### src/hdl/mtk_pkg.sv
// Package for the Morse text keyer: widths, reset values, register indexes,
// element codes, the queue entry layout and the character-to-pattern function.
// Depends on nothing; used by the channel interfaces and the core.
`timescale 1ns / 1ps

package mtk_pkg;

    localparam int CHAR_W  = 8;
    localparam int TICK_W  = 16;
    localparam int INDEX_W = 8;

    localparam int QUEUE_DEPTH_DEFAULT = 256;
    localparam int COUNT_WIDTH_DEFAULT = 16;

    localparam logic [TICK_W-1:0] DOT_TICKS_RESET  = 16'd500;
    localparam logic [TICK_W-1:0] DASH_TICKS_RESET = 16'd1200;
    localparam logic [TICK_W-1:0] GAP_TICKS_RESET  = 16'd1000;
    localparam logic [TICK_W-1:0] TAIL_TICKS_RESET = 16'd200;

    localparam logic [INDEX_W-1:0] CFG_DOT_TICKS       = 8'd0;
    localparam logic [INDEX_W-1:0] CFG_DASH_TICKS      = 8'd1;
    localparam logic [INDEX_W-1:0] CFG_GAP_TICKS       = 8'd2;
    localparam logic [INDEX_W-1:0] CFG_DARK_TAIL_TICKS = 8'd3;

    localparam logic       KIND_CHAR      = 1'b0;
    localparam logic [2:0] MAX_MARKS      = 3'd5;
    localparam logic [2:0] IDX_GAP_PHASE  = 3'd7;

    typedef enum logic [1:0] {
        ELEM_NONE = 2'd0,
        ELEM_DOT  = 2'd1,
        ELEM_DASH = 2'd2,
        ELEM_GAP  = 2'd3
    } elem_t;

    // One queued character: gap count, marks (bit n set means element n is a
    // dash) and the number of marks.
    typedef struct packed {
        logic [1:0] gaps;
        logic [4:0] marks;
        logic [2:0] len;
    } entry_t;

    typedef struct packed {
        logic   ok;
        entry_t entry;
    } pattern_t;

    function automatic pattern_t char_pattern(input logic [CHAR_W-1:0] c);
        pattern_t p;
        p.ok         = 1'b1;
        p.entry.gaps = 2'd1;
        p.entry.len  = 3'd0;
        p.entry.marks = 5'b00000;
        case (c)
            8'h61: begin p.entry.len = 3'd2; p.entry.marks = 5'b00010; end
            8'h62: begin p.entry.len = 3'd4; p.entry.marks = 5'b00001; end
            8'h63: begin p.entry.len = 3'd4; p.entry.marks = 5'b00101; end
            8'h64: begin p.entry.len = 3'd3; p.entry.marks = 5'b00001; end
            8'h65: begin p.entry.len = 3'd1; p.entry.marks = 5'b00000; end
            8'h66: begin p.entry.len = 3'd4; p.entry.marks = 5'b00100; end
            8'h67: begin p.entry.len = 3'd3; p.entry.marks = 5'b00011; end
            8'h68: begin p.entry.len = 3'd4; p.entry.marks = 5'b00000; end
            8'h69: begin p.entry.len = 3'd2; p.entry.marks = 5'b00000; end
            8'h6a: begin p.entry.len = 3'd4; p.entry.marks = 5'b01110; end
            8'h6b: begin p.entry.len = 3'd3; p.entry.marks = 5'b00101; end
            8'h6c: begin p.entry.len = 3'd4; p.entry.marks = 5'b00010; end
            8'h6d: begin p.entry.len = 3'd2; p.entry.marks = 5'b00011; end
            8'h6e: begin p.entry.len = 3'd2; p.entry.marks = 5'b00001; end
            8'h6f: begin p.entry.len = 3'd3; p.entry.marks = 5'b00111; end
            8'h70: begin p.entry.len = 3'd4; p.entry.marks = 5'b00110; end
            8'h71: begin p.entry.len = 3'd4; p.entry.marks = 5'b01011; end
            8'h72: begin p.entry.len = 3'd3; p.entry.marks = 5'b00010; end
            8'h73: begin p.entry.len = 3'd3; p.entry.marks = 5'b00000; end
            8'h74: begin p.entry.len = 3'd1; p.entry.marks = 5'b00001; end
            8'h75: begin p.entry.len = 3'd3; p.entry.marks = 5'b00100; end
            8'h76: begin p.entry.len = 3'd4; p.entry.marks = 5'b01000; end
            8'h77: begin p.entry.len = 3'd3; p.entry.marks = 5'b00110; end
            8'h78: begin p.entry.len = 3'd4; p.entry.marks = 5'b01001; end
            8'h79: begin p.entry.len = 3'd4; p.entry.marks = 5'b01101; end
            8'h7a: begin p.entry.len = 3'd4; p.entry.marks = 5'b00011; end
            8'h30: begin p.entry.len = 3'd5; p.entry.marks = 5'b11111; end
            8'h31: begin p.entry.len = 3'd5; p.entry.marks = 5'b11110; end
            8'h32: begin p.entry.len = 3'd5; p.entry.marks = 5'b11100; end
            8'h33: begin p.entry.len = 3'd5; p.entry.marks = 5'b11000; end
            8'h34: begin p.entry.len = 3'd5; p.entry.marks = 5'b10000; end
            8'h35: begin p.entry.len = 3'd5; p.entry.marks = 5'b00000; end
            8'h36: begin p.entry.len = 3'd5; p.entry.marks = 5'b00001; end
            8'h37: begin p.entry.len = 3'd5; p.entry.marks = 5'b00011; end
            8'h38: begin p.entry.len = 3'd5; p.entry.marks = 5'b00111; end
            8'h39: begin p.entry.len = 3'd5; p.entry.marks = 5'b01111; end
            8'h20: begin p.entry.gaps = 2'd3; end
            default: begin p.ok = 1'b0; end
        endcase
        return p;
    endfunction

endpackage

### src/hdl/mtk_if.sv
// Valid/ready channel interfaces of the Morse text keyer: input items,
// result items and register writes. Depends on mtk_pkg for field widths.
`timescale 1ns / 1ps

interface mtk_item_if;
    logic                      valid;
    logic                      ready;
    logic                      kind;
    logic [mtk_pkg::CHAR_W-1:0] char_code;

    modport source (output valid, kind, char_code, input ready);
    modport sink (input valid, kind, char_code, output ready);
endinterface

interface mtk_result_if;
    logic valid;
    logic ready;
    logic lamp;
    logic busy_res;
    logic dropped;

    modport source (output valid, lamp, busy_res, dropped, input ready);
    modport sink (input valid, lamp, busy_res, dropped, output ready);
endinterface

interface mtk_cfg_if;
    logic                       valid;
    logic                       ready;
    logic [mtk_pkg::INDEX_W-1:0] index;
    logic [mtk_pkg::TICK_W-1:0]  data;

    modport source (output valid, index, data, input ready);
    modport sink (input valid, index, data, output ready);
endinterface

### src/hdl/morse_text_keyer_core.sv
// Morse text keyer core: character queue memory, element sequencer, countdown
// and lamp control with a registered result stage.
// Depends on mtk_pkg and the channel interfaces in mtk_if.sv.
`timescale 1ns / 1ps

// The keyer takes one request per clock cycle, characters and timer ticks
// alike, unless an untaken result stalls it, and delivers one result for each
// request in the cycle after it is accepted; a waiting result does not block
// the next request as long as the result is taken in the same cycle. The
// pattern of the character at the head of the queue is read from the queue
// memory ahead of its use, with the write port bypassed onto the read port,
// so no clearing pass is needed after reset. Register writes are accepted in
// every cycle and should only be made while the keyer is idle.
module morse_text_keyer_core #(
    parameter int QUEUE_DEPTH = mtk_pkg::QUEUE_DEPTH_DEFAULT,
    parameter int COUNT_WIDTH = mtk_pkg::COUNT_WIDTH_DEFAULT
) (
    input  logic                clk,
    input  logic                rst_n,
    mtk_item_if.sink            item,
    mtk_result_if.source        result,
    mtk_cfg_if.sink             cfg
);

    localparam int PTR_W  = (QUEUE_DEPTH > 1) ? $clog2(QUEUE_DEPTH) : 1;
    localparam int FILL_W = $clog2(QUEUE_DEPTH + 1);
    localparam int CMP_W  = (COUNT_WIDTH > mtk_pkg::TICK_W) ? COUNT_WIDTH : mtk_pkg::TICK_W;

    localparam logic [PTR_W-1:0]  PTR_LAST   = PTR_W'(QUEUE_DEPTH - 1);
    localparam logic [FILL_W-1:0] FILL_FULL  = FILL_W'(QUEUE_DEPTH);

    logic [mtk_pkg::TICK_W-1:0] dot_ticks_reg;
    logic [mtk_pkg::TICK_W-1:0] dash_ticks_reg;
    logic [mtk_pkg::TICK_W-1:0] gap_ticks_reg;
    logic [mtk_pkg::TICK_W-1:0] tail_ticks_reg;

    logic [PTR_W-1:0]       head_reg, head_next;
    logic [PTR_W-1:0]       tail_reg, tail_next;
    logic [FILL_W-1:0]      fill_reg, fill_next;
    logic [2:0]             idx_reg, idx_next;
    logic [1:0]             gaps_left_reg, gaps_left_next;
    logic [COUNT_WIDTH-1:0] count_reg, count_next;
    mtk_pkg::elem_t         elem_reg, elem_next;
    logic                   lead_reg, lead_next;
    logic                   lamp_reg, lamp_next;

    logic                   res_valid_reg;
    logic                   res_lamp_reg;
    logic                   res_busy_reg;
    logic                   res_dropped_reg;

    mtk_pkg::entry_t        queue_mem [QUEUE_DEPTH];
    mtk_pkg::entry_t        head_entry_reg;

    logic                   accept;
    logic                   mem_we;
    mtk_pkg::entry_t        mem_wdata;
    mtk_pkg::pattern_t      pattern;
    logic                   dropped;
    logic                   busy;
    logic [COUNT_WIDTH-1:0] count_dec;
    logic [1:0]             gaps_now;
    logic [1:0]             gaps_dec;
    logic                   is_dash;
    logic [COUNT_WIDTH-1:0] dot_load;
    logic [COUNT_WIDTH-1:0] dash_load;
    logic [COUNT_WIDTH-1:0] gap_load;

    assign accept     = item.valid && item.ready;
    assign item.ready = !res_valid_reg || result.ready;
    assign cfg.ready  = 1'b1;

    assign result.valid    = res_valid_reg;
    assign result.lamp     = res_lamp_reg;
    assign result.busy_res = res_busy_reg;
    assign result.dropped  = res_dropped_reg;

    assign dot_load  = COUNT_WIDTH'(dot_ticks_reg);
    assign dash_load = COUNT_WIDTH'(dash_ticks_reg);
    assign gap_load  = COUNT_WIDTH'(gap_ticks_reg);

    assign pattern   = mtk_pkg::char_pattern(item.char_code);
    assign mem_wdata = pattern.entry;
    assign count_dec = (count_reg != '0) ? count_reg - 1'b1 : '0;
    assign is_dash   = head_entry_reg.marks[idx_reg];
    assign gaps_now  = (idx_reg != mtk_pkg::IDX_GAP_PHASE) ? head_entry_reg.gaps : gaps_left_reg;
    assign gaps_dec  = gaps_now - 2'd1;

    always_comb
    begin
        head_next      = head_reg;
        tail_next      = tail_reg;
        fill_next      = fill_reg;
        idx_next       = idx_reg;
        gaps_left_next = gaps_left_reg;
        count_next     = count_reg;
        elem_next      = elem_reg;
        lead_next      = lead_reg;
        lamp_next      = lamp_reg;
        mem_we         = 1'b0;
        dropped        = 1'b0;
        if (accept)
        begin
            if (item.kind == mtk_pkg::KIND_CHAR)
            begin
                if (pattern.ok)
                begin
                    if (fill_reg == FILL_FULL)
                    begin
                        dropped = 1'b1;
                    end
                    else
                    begin
                        mem_we    = 1'b1;
                        tail_next = (tail_reg == PTR_LAST) ? '0 : tail_reg + 1'b1;
                        fill_next = fill_reg + 1'b1;
                    end
                end
            end
            else
            begin
                count_next = count_dec;
                if (count_dec == '0)
                begin
                    if (fill_reg == '0)
                    begin
                        elem_next = mtk_pkg::ELEM_NONE;
                    end
                    else if (lead_reg)
                    begin
                        lead_next  = 1'b0;
                        elem_next  = mtk_pkg::ELEM_GAP;
                        count_next = gap_load;
                    end
                    else if (idx_reg < head_entry_reg.len && idx_reg < mtk_pkg::MAX_MARKS)
                    begin
                        idx_next   = idx_reg + 3'd1;
                        elem_next  = is_dash ? mtk_pkg::ELEM_DASH : mtk_pkg::ELEM_DOT;
                        count_next = is_dash ? dash_load : dot_load;
                    end
                    else
                    begin
                        idx_next       = mtk_pkg::IDX_GAP_PHASE;
                        gaps_left_next = gaps_dec;
                        elem_next      = mtk_pkg::ELEM_GAP;
                        count_next     = gap_load;
                        if (gaps_dec == 2'd0)
                        begin
                            head_next = (head_reg == PTR_LAST) ? '0 : head_reg + 1'b1;
                            fill_next = fill_reg - 1'b1;
                            idx_next  = 3'd0;
                        end
                    end
                end
                if (elem_next == mtk_pkg::ELEM_DOT || elem_next == mtk_pkg::ELEM_DASH)
                begin
                    lamp_next = CMP_W'(count_next) > CMP_W'(tail_ticks_reg);
                end
                else if (elem_next == mtk_pkg::ELEM_NONE)
                begin
                    lamp_next = 1'b0;
                end
            end
        end
    end

    assign busy = (fill_next != '0) || (elem_next != mtk_pkg::ELEM_NONE);

    // Queue memory: write at the tail, read the next head with write bypass.
    always_ff @(posedge clk)
    begin
        if (mem_we)
        begin
            queue_mem[tail_reg] <= mem_wdata;
        end
        if (mem_we && tail_reg == head_next)
        begin
            head_entry_reg <= mem_wdata;
        end
        else
        begin
            head_entry_reg <= queue_mem[head_next];
        end
    end

    always_ff @(posedge clk or negedge rst_n)
    begin
        if (!rst_n)
        begin
            head_reg      <= '0;
            tail_reg      <= '0;
            fill_reg      <= '0;
            idx_reg       <= 3'd0;
            gaps_left_reg <= 2'd0;
            count_reg     <= '0;
            elem_reg      <= mtk_pkg::ELEM_NONE;
            lead_reg      <= 1'b1;
            lamp_reg      <= 1'b0;
        end
        else
        begin
            head_reg      <= head_next;
            tail_reg      <= tail_next;
            fill_reg      <= fill_next;
            idx_reg       <= idx_next;
            gaps_left_reg <= gaps_left_next;
            count_reg     <= count_next;
            elem_reg      <= elem_next;
            lead_reg      <= lead_next;
            lamp_reg      <= lamp_next;
        end
    end

    always_ff @(posedge clk or negedge rst_n)
    begin
        if (!rst_n)
        begin
            dot_ticks_reg  <= mtk_pkg::DOT_TICKS_RESET;
            dash_ticks_reg <= mtk_pkg::DASH_TICKS_RESET;
            gap_ticks_reg  <= mtk_pkg::GAP_TICKS_RESET;
            tail_ticks_reg <= mtk_pkg::TAIL_TICKS_RESET;
        end
        else if (cfg.valid)
        begin
            case (cfg.index)
                mtk_pkg::CFG_DOT_TICKS:       dot_ticks_reg  <= cfg.data;
                mtk_pkg::CFG_DASH_TICKS:      dash_ticks_reg <= cfg.data;
                mtk_pkg::CFG_GAP_TICKS:       gap_ticks_reg  <= cfg.data;
                mtk_pkg::CFG_DARK_TAIL_TICKS: tail_ticks_reg <= cfg.data;
                default: ;
            endcase
        end
    end

    always_ff @(posedge clk or negedge rst_n)
    begin
        if (!rst_n)
        begin
            res_valid_reg <= 1'b0;
        end
        else if (accept)
        begin
            res_valid_reg <= 1'b1;
        end
        else if (result.ready)
        begin
            res_valid_reg <= 1'b0;
        end
    end

    always_ff @(posedge clk)
    begin
        if (accept)
        begin
            res_lamp_reg    <= lamp_next;
            res_busy_reg    <= busy;
            res_dropped_reg <= dropped;
        end
    end

    a_fill_bound: assert property (@(posedge clk) disable iff (!rst_n)
        fill_reg <= FILL_FULL)
        else $error("queue fill count exceeds the queue depth");

    a_drop_when_full: assert property (@(posedge clk) disable iff (!rst_n)
        result.valid && result.dropped |-> fill_reg == FILL_FULL)
        else $error("character dropped while the queue had room");

    a_lamp_needs_element: assert property (@(posedge clk) disable iff (!rst_n)
        lamp_reg |-> elem_reg != mtk_pkg::ELEM_NONE)
        else $error("lamp lit with no element playing");

    a_idle_count_zero: assert property (@(posedge clk) disable iff (!rst_n)
        elem_reg == mtk_pkg::ELEM_NONE |-> count_reg == '0)
        else $error("countdown running while idle");

endmodule
### src/flat_wrapper.sv
// flat-port wrapper written by rule: the top's interface ports become plain ports
module morse_text_keyer_core_flat 
#(
    parameter int QUEUE_DEPTH = mtk_pkg::QUEUE_DEPTH_DEFAULT,
    parameter int COUNT_WIDTH = mtk_pkg::COUNT_WIDTH_DEFAULT
)
  (clk, rst_n, item_valid, item_kind, item_char_code, item_ready, result_valid, result_lamp, result_busy_res, result_dropped, result_ready, cfg_valid, cfg_index, cfg_data, cfg_ready);
  mtk_item_if item_i ();
  mtk_result_if result_i ();
  mtk_cfg_if cfg_i ();
  input  logic clk;
  input  logic rst_n;
  input wire logic [$bits(item_i.valid)-1:0] item_valid;
  input wire logic [$bits(item_i.kind)-1:0] item_kind;
  input wire logic [$bits(item_i.char_code)-1:0] item_char_code;
  output wire logic [$bits(item_i.ready)-1:0] item_ready;
  output wire logic [$bits(result_i.valid)-1:0] result_valid;
  output wire logic [$bits(result_i.lamp)-1:0] result_lamp;
  output wire logic [$bits(result_i.busy_res)-1:0] result_busy_res;
  output wire logic [$bits(result_i.dropped)-1:0] result_dropped;
  input wire logic [$bits(result_i.ready)-1:0] result_ready;
  input wire logic [$bits(cfg_i.valid)-1:0] cfg_valid;
  input wire logic [$bits(cfg_i.index)-1:0] cfg_index;
  input wire logic [$bits(cfg_i.data)-1:0] cfg_data;
  output wire logic [$bits(cfg_i.ready)-1:0] cfg_ready;
  assign item_i.valid = item_valid;
  assign item_i.kind = item_kind;
  assign item_i.char_code = item_char_code;
  assign item_ready = item_i.ready;
  assign result_valid = result_i.valid;
  assign result_lamp = result_i.lamp;
  assign result_busy_res = result_i.busy_res;
  assign result_dropped = result_i.dropped;
  assign result_i.ready = result_ready;
  assign cfg_i.valid = cfg_valid;
  assign cfg_i.index = cfg_index;
  assign cfg_i.data = cfg_data;
  assign cfg_ready = cfg_i.ready;
  morse_text_keyer_core #(.QUEUE_DEPTH(QUEUE_DEPTH), .COUNT_WIDTH(COUNT_WIDTH)) u_core (.clk(clk), .rst_n(rst_n), .item(item_i), .result(result_i), .cfg(cfg_i));
endmodule
### config.mk
export PLATFORM = sky130hd
export DESIGN_NAME = morse_text_keyer_core_flat
export DESIGN_NICKNAME = d
export VERILOG_FILES = /design/src/hdl/mtk_pkg.sv /design/src/hdl/mtk_if.sv /design/src/hdl/morse_text_keyer_core.sv /design/src/flat_wrapper.sv
export SDC_FILE = /design/constraint.sdc
export NUM_CORES = 2
export LEC_CHECK = 0
export ABC_AREA = 1
export CAP_MARGIN = 40
export CELL_PAD_IN_SITES_DETAIL_PLACEMENT = 0
export CELL_PAD_IN_SITES_GLOBAL_PLACEMENT = 1
export CORE_MARGIN = 1.5
export CORE_UTILIZATION = 25
export DETAILED_ROUTE_END_ITERATION = 16
export DONT_BUFFER_PORTS = 1
export GPL_TIMING_DRIVEN = 1
export MAX_ROUTING_LAYER = met4
export PLACE_DENSITY = 0.52
export RECOVER_POWER = 50
export SETUP_SLACK_MARGIN = 0.3
export SYNTH_ARGS = -nofsm -noshare
export SYNTH_HDL_FRONTEND = slang
export SYNTH_SLANG_ARGS = --single-unit
### constraint.sdc
create_clock -name clk -period 15.64 [get_ports clk]
set_clock_uncertainty 0.15 [all_clocks]
set_input_delay 1.564 -clock clk [delete_from_list [all_inputs] [get_ports clk]]
set_output_delay 1.564 -clock clk [all_outputs]
set_load 0.01 [all_outputs]
==> qor.txt <==
FINAL LAYOUT
--------------------------------------------------------------------------------
Flip-flop count of the largest register after layout ..............        2,304
Area growth syn-to-layout .........................................       15.05%
Layout cells sized above 1 ........................................       8.270%
Nets@finish .......................................................        8,604
Most frequent cells in the layout ................................. 2,307 x sky130_fd_sc_hd__edfxtp_1, 1,643 x sky130_fd_sc_hd__nand2_1, 1,408 x sky130_fd_sc_hd__nand3_1, 997 x sky130_fd_sc_hd__nor2_1, 698 x sky130_fd_sc_hd__o21ai_0
Most common cell after layout, fill and taps aside ................ sky130_fd_sc_hd__edfxtp_1
Largest register by flop count .................................... u_core.queue_mem
Non-filler cells, final ...........................................       14,020

LOGIC SYNTHESIS
--------------------------------------------------------------------------------
Synthesized flop and latch total ..................................        2,430
Syn Nets ..........................................................        8,536
Synth Area per Inst ...............................................    11.81 µm²
Portion of the post-synthesis area used by sequential elements ....       72.35%
Post-synthesis cell count .........................................        8,468
Most common flop cell mapped by yosys ............................. sky130_fd_sc_hd__edfxtp_1
Post-synth cell types .............................................           53
Synth warn ........................................................            0
Synthesized area ..................................................   99,980 µm²
Share of synthesized registers carrying an async set or reset .....       4.733%
Number of enable-type register cells in the synthesized netlist ...        2,307

CLOCK NETWORK
--------------------------------------------------------------------------------
Count of hold-fix buffers inserted at cts .........................            0
CTS sink cnt ......................................................        2,430
Post-CTS Repair Setup Buffers .....................................            0
Clock tree from TritonCTS .........................................          yes
Clock Tree Buf Depth ..............................................            4
Master cell of the clock root buffer .............................. sky130_fd_sc_hd__clkbuf_16
Post-cts repair resize count ......................................            0
# H-tree levels ...................................................            5
CTS clk-pin slew, worst paths .....................................      0.06 ns
Total clock buffers created by CTS ................................          273
Worst-skew pair later-pin latency .................................      0.92 ns

TIMING
--------------------------------------------------------------------------------
Transition time at the pin with the least slew margin .............     8.166 ns
Final Hold Vio Count ..............................................            0
Setup TNS Final ...................................................         0 ns
Final critical path time including I/O delays and setup ...........     11.10 ns
Fraction of the cycle the final worst path needs ..................       70.98%
Maximum clock frequency ...........................................    90.07 MHz
Unrepaired setup endpoints after global routing ...................        false
Final setup violation count .......................................            0
Count of final max-slew check failures ............................        1,725
Max-Slew Margin vs Limit ..........................................      -444.4%

GLOBAL ROUTING
--------------------------------------------------------------------------------
Global router's overall resource usage ............................       15.78%
Global route overflow .............................................            0
Number of antenna violations at the first check in global routing .           11
Vias in the first global route ....................................       65,560
Largest net degree at the start of global routing .................          195
Wire length of the first global-routing pass ......................     465.2 mm

PLACED DESIGN
--------------------------------------------------------------------------------
Placer Congestion .................................................       0.8279
Number of buffers inserted by port buffering ......................            0
Cells after DPL ...................................................       13,520
Post-detail-place hpwl ............................................     185.5 mm

DRT
--------------------------------------------------------------------------------
Wire length per cell ..............................................     22.77 µm
Post-detailed-route DRC marker count ..............................            0
Total routed wirelength ...........................................     319.2 mm
DR vias/cell ......................................................        4.744
First-pass iteration count of the detailed router .................            7
Count of nets left with antenna violations after detail routing ...            0
Violation count after the first detailed-routing iteration ........        6,305
Overall via count from detail_route ...............................       66,490

CRITICAL PATH
--------------------------------------------------------------------------------
Critical path capture point type ..................................     register
Data arrival time at the worst-slack endpoint .....................     11.13 ns
Required time of the critical path ................................     15.67 ns
CP peak stage delay ...............................................      5.35 ns
CP max FO .........................................................          132
CP top delay family ............................................... buffers and inverters
Critical path buffers and inverters ...............................            3
Slowest stage cell on the critical path ........................... sky130_fd_sc_hd__clkbuf_1
Crit start category ............................................... primary input
Category of the most critical setup path ..........................       in2reg
Chain of cells forming the critical path .......................... inv_1, nor2_1, nand3_1, nor2_1, nand2_1, nand2_1, a211oi_1, nand4_1, clkbuf_1, clkbuf_1

POWER
--------------------------------------------------------------------------------
Pwr Total .........................................................     14.26 mW
Leakage Power .....................................................     38.72 nW
Maximum ir drop on the vdd rail ...................................   0.07414 mV
Power per Cell Area ............................................... 124.0 nW/µm²

FLOORPLAN
--------------------------------------------------------------------------------
Core footprint ....................................................  398,800 µm²
Row Count .........................................................          232
Die area ..........................................................  403,700 µm²
I/O pin cnt .......................................................           44
Die extent in x ...................................................     635.4 µm
Vertical die dimension ............................................     635.4 µm
Initial standard-cell utilization of the core .....................       25.07%

STATUS
--------------------------------------------------------------------------------
Run status ........................................................ finished, violations left
Failing checks .................................................... capacitance limit, slew limit

MIN PATH
--------------------------------------------------------------------------------
Path type of the worst min-delay path .............................     in2async

RUN
--------------------------------------------------------------------------------
Number of violations of the max-capacitance limit .................           26

==> metrics by stage <==
step / cell area [µm²] / utilization, % / hold WS [ns] / setup slack [ns]
finish: 115000 / 28.84 / 0.2192 / 4.538
global route: 115000 / 28.84 / 0.1934 / 3.601
CTS: 115300 / 28.92 / 0.1289 / 6.581
detailed placement: 107000 / 26.82 / 0.3185 / 6.631
global placement: 104900 / 26.30 / 0.3158 / 6.513
floorplan: 99980 / - / 0.2944 / 7.469
==> worst paths after layout <==
kind                       slack, ns                start                  endpoint  cells past startpoint
setup reg to reg                6.63             register        u_core.result.lamp                     31
hold / removal                  0.22                rst_n        u_core.tail_reg[5]                      0
hold reg to reg                 0.33  u_core.dash_load[2]       u_core.dash_load[2]                      2
setup / recovery                4.54    item_char_code[5]  u_core.queue_mem[199][3]                     10
min in group clk                0.33  u_core.dash_load[2]       u_core.dash_load[2]                      2
max in group asynchronous      14.86                rst_n      u_core.dash_load[10]                      0
==> area by class of cell <==
cell class | count | area, µm²
repair buffers | 356 | 2838
clock inverters | 142 | 1211
flip-flops and latches | 2430 | 72360
fillers | 40970 | 283800
well taps | 5265 | 6588
diodes | 9 | 22.52
clock buffers | 339 | 7173
inverters | 184 | 720.7
multi-input cells | 5291 | 24110
==> synthesized netlist by cell type (2+ instances only) <==
| cell type | count | share of area (%) |
|---|---|---|
| sky130_fd_sc_hd__clkbuf_1 | 179 | 0.67 |
| sky130_fd_sc_hd__inv_1 | 173 | 0.65 |
| sky130_fd_sc_hd__nand2_1 | 1648 | 6.2 |
| sky130_fd_sc_hd__a211oi_1 | 2 | 0.015 |
| sky130_fd_sc_hd__or2_2 | 2 | 0.013 |
| sky130_fd_sc_hd__inv_2 | 6 | 0.023 |
| sky130_fd_sc_hd__a22oi_1 | 3 | 0.023 |
| sky130_fd_sc_hd__o21ai_0 | 698 | 3.5 |
| sky130_fd_sc_hd__clkinv_1 | 5 | 0.019 |
| sky130_fd_sc_hd__nor2_2 | 3 | 0.019 |
| sky130_fd_sc_hd__nor4_1 | 4 | 0.025 |
| sky130_fd_sc_hd__nor2_1 | 997 | 3.7 |
| sky130_fd_sc_hd__nand3_2 | 5 | 0.050 |
| sky130_fd_sc_hd__buf_1 | 44 | 0.17 |
| sky130_fd_sc_hd__nor3_1 | 19 | 0.095 |
| sky130_fd_sc_hd__xor2_1 | 15 | 0.13 |
| sky130_fd_sc_hd__o21a_1 | 16 | 0.12 |
| sky130_fd_sc_hd__a2111oi_0 | 2 | 0.018 |
| sky130_fd_sc_hd__ha_1 | 30 | 0.38 |
| sky130_fd_sc_hd__o22ai_1 | 309 | 1.9 |
| sky130_fd_sc_hd__o21ai_1 | 37 | 0.19 |
| sky130_fd_sc_hd__dfxtp_1 | 8 | 0.16 |
| sky130_fd_sc_hd__buf_2 | 248 | 1.2 |
| sky130_fd_sc_hd__a21oi_1 | 26 | 0.13 |
| sky130_fd_sc_hd__buf_4 | 66 | 0.50 |
| sky130_fd_sc_hd__buf_6 | 23 | 0.26 |
| sky130_fd_sc_hd__dfrtp_1 | 95 | 2.4 |
| sky130_fd_sc_hd__clkbuf_2 | 2 | 0.010 |
| sky130_fd_sc_hd__nand4_1 | 23 | 0.14 |
| sky130_fd_sc_hd__edfxtp_1 | 2307 | 69 |
| sky130_fd_sc_hd__o32ai_1 | 9 | 0.079 |
| sky130_fd_sc_hd__o22a_1 | 2 | 0.018 |
| sky130_fd_sc_hd__a31oi_1 | 4 | 0.025 |
| sky130_fd_sc_hd__nand2_2 | 3 | 0.019 |
| sky130_fd_sc_hd__nand3b_1 | 12 | 0.090 |
| sky130_fd_sc_hd__nand3_1 | 1407 | 7.0 |
| sky130_fd_sc_hd__dfstp_2 | 20 | 0.53 |
==> routing by layer <==
layer	vias to the layer above	routed length [µm]	GRT usage, %
met5	-	0	-
met2	1793	148700	24.98
met3	443	16330	1.895
met4	0	9645	4.688
li1	30500	-	-
met1	33750	144400	21.23
==> cells by family after synthesis <==
family | Yosys count | share of synthesized area, %
buffers and inverters | 747 | 3.549
flip-flops | 2430 | 72.35
AND/OR/NAND/NOR | 4129 | 17.48
multiplexers | 1 | 0.01001
adder cells (fa/ha/maj) | 30 | 0.3754
XOR/XNOR | 15 | 0.1314
AO/OA/AOI/OAI | 1115 | 6.097
other | 1 | 0.003751
==> report_power, final <==
group          total (mW)  switching (mW)  internal [mW]  leakage (nW)
Sequential           7.21          0.0477           7.16          22.5
Clock                6.17            2.67           3.50          4.08
Combinational       0.889           0.654          0.235          12.2
Total                14.3            3.37           10.9          38.7
Note: power is estimated with default switching activity, not from simulation.
